===== config.mk =====
export PLATFORM = sky130hd
export DESIGN_NAME = ipc_frame_deframer_unit
export DESIGN_NICKNAME = d
export VERILOG_FILES = /design/src/rtl/ifd_pkg.sv /design/src/rtl/ipc_frame_deframer_unit.sv
export SDC_FILE = /design/constraint.sdc
export NUM_CORES = 1
export LEC_CHECK = 0
export BUFFER_PORTS_ARGS = -buffer_cell sky130_fd_sc_hd__buf_2
export CAP_MARGIN = 5
export CORE_ASPECT_RATIO = 0.5
export CORE_MARGIN = 3
export CORE_UTILIZATION = 25
export DETAILED_ROUTE_END_ITERATION = 10
export PLACE_DENSITY_LB_ADDON = 0.12
export SLEW_MARGIN = 30
export SYNTH_ARGS = -nofsm -noshare
export SYNTH_HDL_FRONTEND = slang
export SYNTH_SLANG_ARGS = --single-unit

===== constraint.sdc =====
create_clock -name clk_i -period 8.7 [get_ports clk_i]
set_clock_uncertainty 0.1 [all_clocks]
set_input_delay 0.435 -clock clk_i [delete_from_list [all_inputs] [get_ports clk_i]]
set_output_delay 0.435 -clock clk_i [all_outputs]
set_load 0.03 [all_outputs]

===== src/rtl/ifd_pkg.sv =====
package ifd_pkg;

  // Fixed header layout
  localparam int unsigned HeaderBytes = 24;
  localparam int unsigned HdrCountW   = 5;

  // Byte offsets of the header fields
  localparam logic [HdrCountW-1:0] MagicEnd  = 5'd4;
  localparam logic [HdrCountW-1:0] TfrEnd    = 5'd8;
  localparam logic [HdrCountW-1:0] IdentEnd  = 5'd16;
  localparam logic [HdrCountW-1:0] HeaderEnd = 5'(HeaderBytes - 1);

  // Stream characters
  localparam logic [7:0] CharBrace   = 8'h7B;
  localparam logic [7:0] CharNewline = 8'h0A;

  // Configuration register map
  localparam int unsigned PaddrW  = 4;
  localparam logic [1:0] RegFrameMagic  = 2'd0;
  localparam logic [1:0] RegMaxType     = 2'd1;
  localparam logic [1:0] RegMaxPayload  = 2'd2;

  localparam logic [31:0] FrameMagicReset = 32'h5400_0000;
  localparam logic [7:0]  MaxTypeReset    = 8'd8;
  localparam logic [31:0] MaxPayloadReset = 32'd16777216;

  // Parser phases
  localparam logic [1:0] PhIdle    = 2'd0;
  localparam logic [1:0] PhJson    = 2'd1;
  localparam logic [1:0] PhHeader  = 2'd2;
  localparam logic [1:0] PhPayload = 2'd3;

  typedef enum logic [1:0] {
    KindHeader  = 2'd0,
    KindPayload = 2'd1,
    KindJson    = 2'd2,
    KindStatus  = 2'd3
  } kind_e;

  typedef enum logic [2:0] {
    StOk        = 3'd0,
    StEof       = 3'd1,
    StTruncated = 3'd2,
    StBadMagic  = 3'd3,
    StBadType   = 3'd4,
    StReserved  = 3'd5,
    StTooBig    = 3'd6,
    StBadFirst  = 3'd7
  } status_e;

  // One result beat
  typedef struct packed {
    kind_e       kind;
    status_e     status;
    logic [7:0]  out_byte;
    logic [7:0]  frame_kind;
    logic [7:0]  frame_flags;
    logic [63:0] frame_ident;
    logic [31:0] payload_length;
    logic        last;
  } result_t;

endpackage


===== src/rtl/ipc_frame_deframer_unit.sv =====
// Each result beat is registered into the output register, or into the skid register on a stall.
// One input byte per cycle is taken while the skid register is empty; each steps the parser.
// A two-entry output buffer (result register plus skid register) lets input continue for
// one beat while the output side stalls; input stalls only when the skid register is full.
// Reset: rst_ni clears the parser to idle, empties the output buffer and loads the register
// defaults (magic 0x54000000, max type 8, max payload 16777216).
module ipc_frame_deframer_unit (
  input  logic                        clk_i,
  input  logic                        rst_ni,

  input  logic                        psel,
  input  logic                        penable,
  input  logic                        pwrite,
  input  logic [ifd_pkg::PaddrW-1:0]  paddr,
  input  logic [31:0]                 pwdata,
  output logic [31:0]                 prdata,
  output logic                        pready,

  input  logic                        in_valid_i,
  output logic                        in_stall_o,
  input  logic                        cmd_i,
  input  logic [7:0]                  data_byte_i,

  output logic                        out_valid_o,
  input  logic                        out_stall_i,
  output logic [1:0]                  kind_o,
  output logic [2:0]                  status_o,
  output logic [7:0]                  out_byte_o,
  output logic [7:0]                  frame_kind_o,
  output logic [7:0]                  frame_flags_o,
  output logic [63:0]                 frame_ident_o,
  output logic [31:0]                 payload_length_o,
  output logic                        last_o
);

  // Configuration registers
  logic [31:0] frame_magic_q;
  logic [7:0]  max_type_q;
  logic [31:0] max_payload_q;

  // Parser state
  logic [1:0]                      phase_q, phase_d;
  logic [ifd_pkg::HdrCountW-1:0]   hdr_count_q, hdr_count_d;
  logic [31:0]                     magic_q, magic_d;
  logic [31:0]                     tfr_q, tfr_d;
  logic [63:0]                     ident_q, ident_d;
  logic [55:0]                     length_q, length_d;
  logic [31:0]                     remaining_q, remaining_d;

  // Output buffer
  logic              out_valid_q, skid_valid_q;
  ifd_pkg::result_t  out_q, skid_q;

  ifd_pkg::result_t              res;
  logic                          res_valid;
  logic                          accept;
  logic                          out_free;
  logic                          cfg_wr;
  logic [1:0]                    cfg_idx;
  logic [ifd_pkg::HdrCountW-1:0] hdr_idx;
  logic                          hdr_byte;
  logic [63:0]                   length_full;
  logic [31:0]                   remaining_dec;
  logic [7:0]                    hdr_type;

  assign pready  = 1'b1;
  assign cfg_idx = paddr[ifd_pkg::PaddrW-1:2];
  assign cfg_wr  = psel & penable & pwrite;

  // Write configuration registers
  always_ff @(posedge clk_i or negedge rst_ni) begin
    if (!rst_ni) begin
      frame_magic_q <= ifd_pkg::FrameMagicReset;
      max_type_q    <= ifd_pkg::MaxTypeReset;
      max_payload_q <= ifd_pkg::MaxPayloadReset;
    end else if (cfg_wr) begin
      unique case (cfg_idx)
        ifd_pkg::RegFrameMagic: frame_magic_q <= pwdata;
        ifd_pkg::RegMaxType:    max_type_q    <= pwdata[7:0];
        ifd_pkg::RegMaxPayload: max_payload_q <= pwdata;
        default: ;
      endcase
    end
  end

  // Read back configuration registers
  always_comb begin
    unique case (cfg_idx)
      ifd_pkg::RegFrameMagic: prdata = frame_magic_q;
      ifd_pkg::RegMaxType:    prdata = {24'd0, max_type_q};
      ifd_pkg::RegMaxPayload: prdata = max_payload_q;
      default:                prdata = 32'd0;
    endcase
  end

  // Take a beat unless the skid register is occupied
  assign in_stall_o = skid_valid_q;
  assign accept     = in_valid_i & ~skid_valid_q;

  assign hdr_idx       = (phase_q == ifd_pkg::PhHeader) ? hdr_count_q : '0;
  assign length_full   = {data_byte_i, length_q};
  assign remaining_dec = remaining_q - 32'd1;
  assign hdr_type      = tfr_q[31:24];

  // Parser step: next state and result for the current beat
  always_comb begin
    phase_d     = phase_q;
    hdr_count_d = hdr_count_q;
    magic_d     = magic_q;
    tfr_d       = tfr_q;
    ident_d     = ident_q;
    length_d    = length_q;
    remaining_d = remaining_q;
    res         = '0;
    res_valid   = 1'b0;
    hdr_byte    = 1'b0;

    unique case (phase_q)
      ifd_pkg::PhJson: begin
        res_valid = 1'b1;
        if (cmd_i) begin
          res     = '{kind: ifd_pkg::KindStatus, status: ifd_pkg::StTruncated,
                      last: 1'b1, default: '0};
          phase_d = ifd_pkg::PhIdle;
        end else if (data_byte_i == ifd_pkg::CharNewline) begin
          res     = '{kind: ifd_pkg::KindStatus, status: ifd_pkg::StOk,
                      last: 1'b1, default: '0};
          phase_d = ifd_pkg::PhIdle;
        end else begin
          res.kind     = ifd_pkg::KindJson;
          res.out_byte = data_byte_i;
        end
      end
      ifd_pkg::PhHeader: begin
        if (cmd_i) begin
          res_valid = 1'b1;
          res       = '{kind: ifd_pkg::KindStatus, status: ifd_pkg::StTruncated,
                        last: 1'b1, default: '0};
          phase_d   = ifd_pkg::PhIdle;
        end else begin
          hdr_byte = 1'b1;
        end
      end
      ifd_pkg::PhPayload: begin
        res_valid = 1'b1;
        if (cmd_i) begin
          res     = '{kind: ifd_pkg::KindStatus, status: ifd_pkg::StTruncated,
                      last: 1'b1, default: '0};
          phase_d = ifd_pkg::PhIdle;
        end else begin
          res.kind     = ifd_pkg::KindPayload;
          res.out_byte = data_byte_i;
          remaining_d  = remaining_dec;
          if (remaining_dec == 32'd0) begin
            res.last = 1'b1;
            phase_d  = ifd_pkg::PhIdle;
          end
        end
      end
      default: begin
        if (cmd_i) begin
          res_valid = 1'b1;
          res       = '{kind: ifd_pkg::KindStatus, status: ifd_pkg::StEof,
                        last: 1'b1, default: '0};
        end else if (data_byte_i == ifd_pkg::CharBrace) begin
          res_valid    = 1'b1;
          res.kind     = ifd_pkg::KindJson;
          res.out_byte = data_byte_i;
          phase_d      = ifd_pkg::PhJson;
        end else if (data_byte_i == frame_magic_q[31:24]) begin
          hdr_byte = 1'b1;
          phase_d  = ifd_pkg::PhHeader;
        end else begin
          res_valid = 1'b1;
          res       = '{kind: ifd_pkg::KindStatus, status: ifd_pkg::StBadFirst,
                        last: 1'b1, default: '0};
        end
      end
    endcase

    // Shift a header byte into its field and check the header on its last byte
    if (hdr_byte) begin
      hdr_count_d = hdr_idx + 1'b1;
      if (hdr_idx < ifd_pkg::MagicEnd) begin
        magic_d = {magic_q[23:0], data_byte_i};
      end else if (hdr_idx < ifd_pkg::TfrEnd) begin
        tfr_d = {tfr_q[23:0], data_byte_i};
      end else if (hdr_idx < ifd_pkg::IdentEnd) begin
        ident_d = {data_byte_i, ident_q[63:8]};
      end else begin
        length_d = {data_byte_i, length_q[55:8]};
      end

      if (hdr_idx == ifd_pkg::HeaderEnd) begin
        res_valid = 1'b1;
        phase_d   = ifd_pkg::PhIdle;
        priority if (magic_q != frame_magic_q) begin
          res = '{kind: ifd_pkg::KindStatus, status: ifd_pkg::StBadMagic,
                  last: 1'b1, default: '0};
        end else if (hdr_type == 8'd0 || hdr_type > max_type_q) begin
          res = '{kind: ifd_pkg::KindStatus, status: ifd_pkg::StBadType,
                  last: 1'b1, default: '0};
        end else if (tfr_q[15:0] != 16'd0) begin
          res = '{kind: ifd_pkg::KindStatus, status: ifd_pkg::StReserved,
                  last: 1'b1, default: '0};
        end else if (length_full[63:32] != 32'd0 || length_full[31:0] > max_payload_q) begin
          res = '{kind: ifd_pkg::KindStatus, status: ifd_pkg::StTooBig,
                  last: 1'b1, default: '0};
        end else begin
          res.kind           = ifd_pkg::KindHeader;
          res.frame_kind     = hdr_type;
          res.frame_flags    = tfr_q[23:16];
          res.frame_ident    = ident_q;
          res.payload_length = length_full[31:0];
          res.last           = (length_full[31:0] == 32'd0);
          if (length_full[31:0] != 32'd0) begin
            phase_d     = ifd_pkg::PhPayload;
            remaining_d = length_full[31:0];
          end
        end
      end
    end
  end

  // Advance the parser control state on each accepted beat
  always_ff @(posedge clk_i or negedge rst_ni) begin
    if (!rst_ni) begin
      phase_q     <= ifd_pkg::PhIdle;
      hdr_count_q <= '0;
    end else if (accept) begin
      phase_q     <= phase_d;
      hdr_count_q <= hdr_count_d;
    end
  end

  // Hold header fields and payload count; every use follows a full overwrite
  always_ff @(posedge clk_i) begin
    if (accept) begin
      magic_q     <= magic_d;
      tfr_q       <= tfr_d;
      ident_q     <= ident_d;
      length_q    <= length_d;
      remaining_q <= remaining_d;
    end
  end

  assign out_free = ~out_valid_q | ~out_stall_i;

  // Output buffer occupancy
  always_ff @(posedge clk_i or negedge rst_ni) begin
    if (!rst_ni) begin
      out_valid_q  <= 1'b0;
      skid_valid_q <= 1'b0;
    end else if (out_free) begin
      out_valid_q  <= skid_valid_q | (accept & res_valid);
      skid_valid_q <= 1'b0;
    end else if (accept & res_valid) begin
      skid_valid_q <= 1'b1;
    end
  end

  // Output buffer data: skid drains first, so order is kept
  always_ff @(posedge clk_i) begin
    if (out_free) begin
      if (skid_valid_q) begin
        out_q <= skid_q;
      end else if (accept & res_valid) begin
        out_q <= res;
      end
    end else if (accept & res_valid) begin
      skid_q <= res;
    end
  end

  assign out_valid_o      = out_valid_q;
  assign kind_o           = out_q.kind;
  assign status_o         = out_q.status;
  assign out_byte_o       = out_q.out_byte;
  assign frame_kind_o     = out_q.frame_kind;
  assign frame_flags_o    = out_q.frame_flags;
  assign frame_ident_o    = out_q.frame_ident;
  assign payload_length_o = out_q.payload_length;
  assign last_o           = out_q.last;

endmodule

==> results.sh <==
export IMPL_p_int_mw=4.74
export IMPL_clock_sinks=549
export IMPL_p_seq_frac=0.491
export IMPL_ant_nets=0
export IMPL_clock_power_share=0.370
export IMPL_cp_end_kind="flip-flop"
export IMPL_min_period_ps=4580
export IMPL_dp_cells=3151
export IMPL_first_pass_iters=4
export IMPL_htreeDepth=2
export IMPL_overflow=0
export IMPL_met3_usage=0.0214
export IMPL_use_met2=0.212
export IMPL_wl_per_cell_um=20.5
export IMPL_post_route_period_util=0.527
export IMPL_grt_start_max_net_pins=93
export IMPL_crit_family="simple AND/OR/NAND/NOR gates"
export IMPL_synth_edf_count=468
export IMPL_fillers=9347
export IMPL_die_height_um=223
export IMPL_wirelength_um=67500
export IMPL_dieArea_sq_um=98000
export IMPL_row_count=78
export IMPL_port_buffers=209
export IMPL_gp_congestion=0.773
export IMPL_p_per_area_nw_per_um2=234
export IMPL_async_flop_share=0.148
export IMPL_syn_nets=1874
export IMPL_maxSlewViolCount=0
export IMPL_yosysMostFrequentCell="edfxtp_1"
export IMPL_status="finished clean"
export IMPL_grtUsageMet1=0.194
export IMPL_holdPathStages=1
export IMPL_cts_tree="yes"
export IMPL_whs_ps=147
export IMPL_io_pins=213
export IMPL_path_max_fanout=65
export IMPL_netlist_instances=1779
export IMPL_instances_no_fill=3287
export IMPL_timing_critical_path_depth=10
export IMPL_vias_per_cell=4.44
export IMPL_place_hpwl_um=45100
export IMPL_finalSetupViolCount=0
export IMPL_comb_power_share=0.139
export IMPL_critPathKind="flip-flop to flip-flop"
export IMPL_initial_core_util=0.256
export IMPL_drt_iter0_markers=1013
export IMPL_clk_latency_ps=630
export IMPL_synth_area_leader_cell="edfxtp_1"
export IMPL_worstHoldPathType="input port to flip-flop"
export IMPL_final_seq_area_sq_um=16100
export IMPL_peakVddDrop_uv=151
export IMPL_yosysSeqAreaShare=0.684
export IMPL_die_w_um=440
export IMPL_multi_input_area_sq_um=6480
export IMPL_start_kind="flip-flop"
export IMPL_cts_clk_slew_worst_paths_ps=60
export IMPL_busiest_layer="met2"
export IMPL_crit_path_max_incr_delay_ps=690
export IMPL_vias=14600
export IMPL_final_util=0.306
export IMPL_ys_top_cells_by_area="edfxtp_1 60%, dfrtp_1 8.1%, mux2_2 3.7%, nand4_1 3.6%, o21ai_0 3.3%"
export IMPL_grt_pass1_wl_um=99600
export IMPL_worst_path_buf_inv=1
export IMPL_synth_cell_types=64
export IMPL_core_sq_um=91900
export IMPL_clockBufferDepth=3
export IMPL_yosysTopAreaCellShare=0.598
export IMPL_drc=0
export IMPL_crit_required_ps=9000
export IMPL_r2r_cells=10
export IMPL_ys_seq_elements=549
export IMPL_synth_main_ff_cell="edfxtp_1"
export IMPL_fmax_mhz=218
export IMPL_cts_resized=0
export IMPL_nets=2099
export IMPL_grtUsageTotal=0.135
export IMPL_hold_viol=0
export IMPL_numCtsBuffers=56
export IMPL_synth_avg_cell_area_sq_um=13.2
export IMPL_drive_gt1_frac=0.204
export IMPL_area_delta_synth_final_pct=19.5
export IMPL_drv_cap=0
export IMPL_synth_commonest_cells="468 x edfxtp_1, 164 x inv_1, 163 x nand2_1"
export IMPL_root_buffer="clkbuf_16"
export IMPL_max_slew_margin=0.359
export IMPL_critical_path_cell_chain="nor2b_1 > and2_1 > ha_1 > nand4_1 > nor2_1 > and3_1 > and2_4 > buf_4 > nand4_1 > o21ai_0"
export IMPL_grt_pass1_vias=14482
export IMPL_worst_pin_slew_ps=953
export IMPL_switching_share=0.279
export IMPL_fin_tns_setup_ps=0
export IMPL_synth_area_sq_um=23500
export IMPL_cp_arrival_ps=4880
export IMPL_grt_antenna_before_repair=5
export IMPL_yosys_warnings=0
export IMPL_rsz0062_at_grt="false"
export IMPL_p_sw_mw=1.83
export IMPL_p_leak_nw=11.0
export IMPL_slowest_stage="buf_4"
export IMPL_crit_top_cell="nand4_1"
area by class of cell:
cell class,count,area share
clock buffers,74,0.0553
well taps,1240,0.0552
diodes,1,0.0000890
repair buffers,263,0.0556
clock inverters,26,0.00859
inverters,165,0.0220
flip-flops and latches,549,0.572
multi-input cells,969,0.231
worst register-to-register path, cell delays in order (launching register included):
cell and delay [ps]:
dfrtp_1 490, nor2b_1 610, and2_1 240, ha_1 260, nand4_1 240, nor2_1 310
and3_1 330, and2_4 460, buf_4 690, nand4_1 290, o21ai_0 350
state kept, by name, summed over array words and instances (netlist names), 2 cells and up:
signal	count
frame_flags_o	8
frame_ident_o	64
frame_kind_o	8
frame_magic_q	32
hdr_count_q	5
ident_q	64
kind_o	2
length_q	56
magic_q	32
max_payload_q	32
max_type_q	8
out_byte_o	8
payload_length_o	32
phase_q	2
remaining_q	32
skid_q	126
status_o	3
tfr_q	32
cell usage in the layout, fill, tap and decap left out, types with 9 or more instances in the layout:
cell             n
edfxtp_1       468
buf_2          208
inv_1          164
nand2_1        163
o21ai_0        156
nand4_1        134
mux2_2          78
dfrtp_1         75
clkbuf_16       60
nor2_1          58
xnor2_1         52
ha_1            43
nor4_1          42
mux2i_1         34
dlygate4sd3_1   34
a21oi_1         22
nor3_1          22
xor2_1          20
nand3_1         19
buf_4           19
clkbuf_1        14
a21o_1          11
nor2b_1          9
mux2_4           9
per-layer routing:
| layer | wire, um | up-vias |
|---|---|---|
| met3 | 2620 | 90 |
| li1 | - | 7020 |
| met4 | 1190 | 4 |
| met2 | 31000 | 270 |
| met5 | 21 | - |
| met1 | 32700 | 7216 |
cells by family after synthesis:
| group | after synthesis | synth area share |
|---|---|---|
| XOR/XNOR | 72 | 0.0268 |
| buffers and inverters | 261 | 0.0426 |
| other | 1 | 0.000159 |
| adder cells (fa/ha/maj) | 43 | 0.0229 |
| multiplexers | 121 | 0.0576 |
| AO/OA/AOI/OAI | 237 | 0.0583 |
| AND/OR/NAND/NOR | 495 | 0.108 |
| flip-flops | 549 | 0.684 |
power groups by stage:
stage	logic (mW)	registers [mW]	clock network [mW]
after floorplan	0.487	3.38	0
after global placement	0.906	3.30	0
after detailed placement	0.911	3.30	0
after CTS	0.927	3.24	2.53
after global routing	1.01	3.25	2.62
final	0.915	3.22	2.43
repair_timing:
action	4_1_cts	5_1_grt
hold buffers	34	0
setup buffers	0	0
endpoints found under the hold margin	104	0
per-stage QoR:
step | setup WS (ps) | instance area, sq um | total power, mW
after floorplan | 316 | 23500 | 3.87
after global placement | 3910 | 25900 | 4.20
after detailed placement | 3880 | 25900 | 4.21
after CTS | 3840 | 28100 | 6.70
after global routing | 3650 | 28100 | 6.87
final | 4120 | 28100 | 6.57
path summary, 6_finish.rpt:
check	start	endpoint	slack [ps]
hold reg to reg	length_q[40]	length_q[32]	350
max in group asynchronous	rst_ni	in_stall_o	7060
hold / removal	data_byte_i[5]	ident_q[61]	150
min in group asynchronous	rst_ni	max_payload_q[14]	190
setup reg to reg	phase_q[1]	frame_ident_o[19]	4120
setup / recovery	phase_q[1]	frame_ident_o[19]	4120
Note: power is estimated with default switching activity, not from simulation.
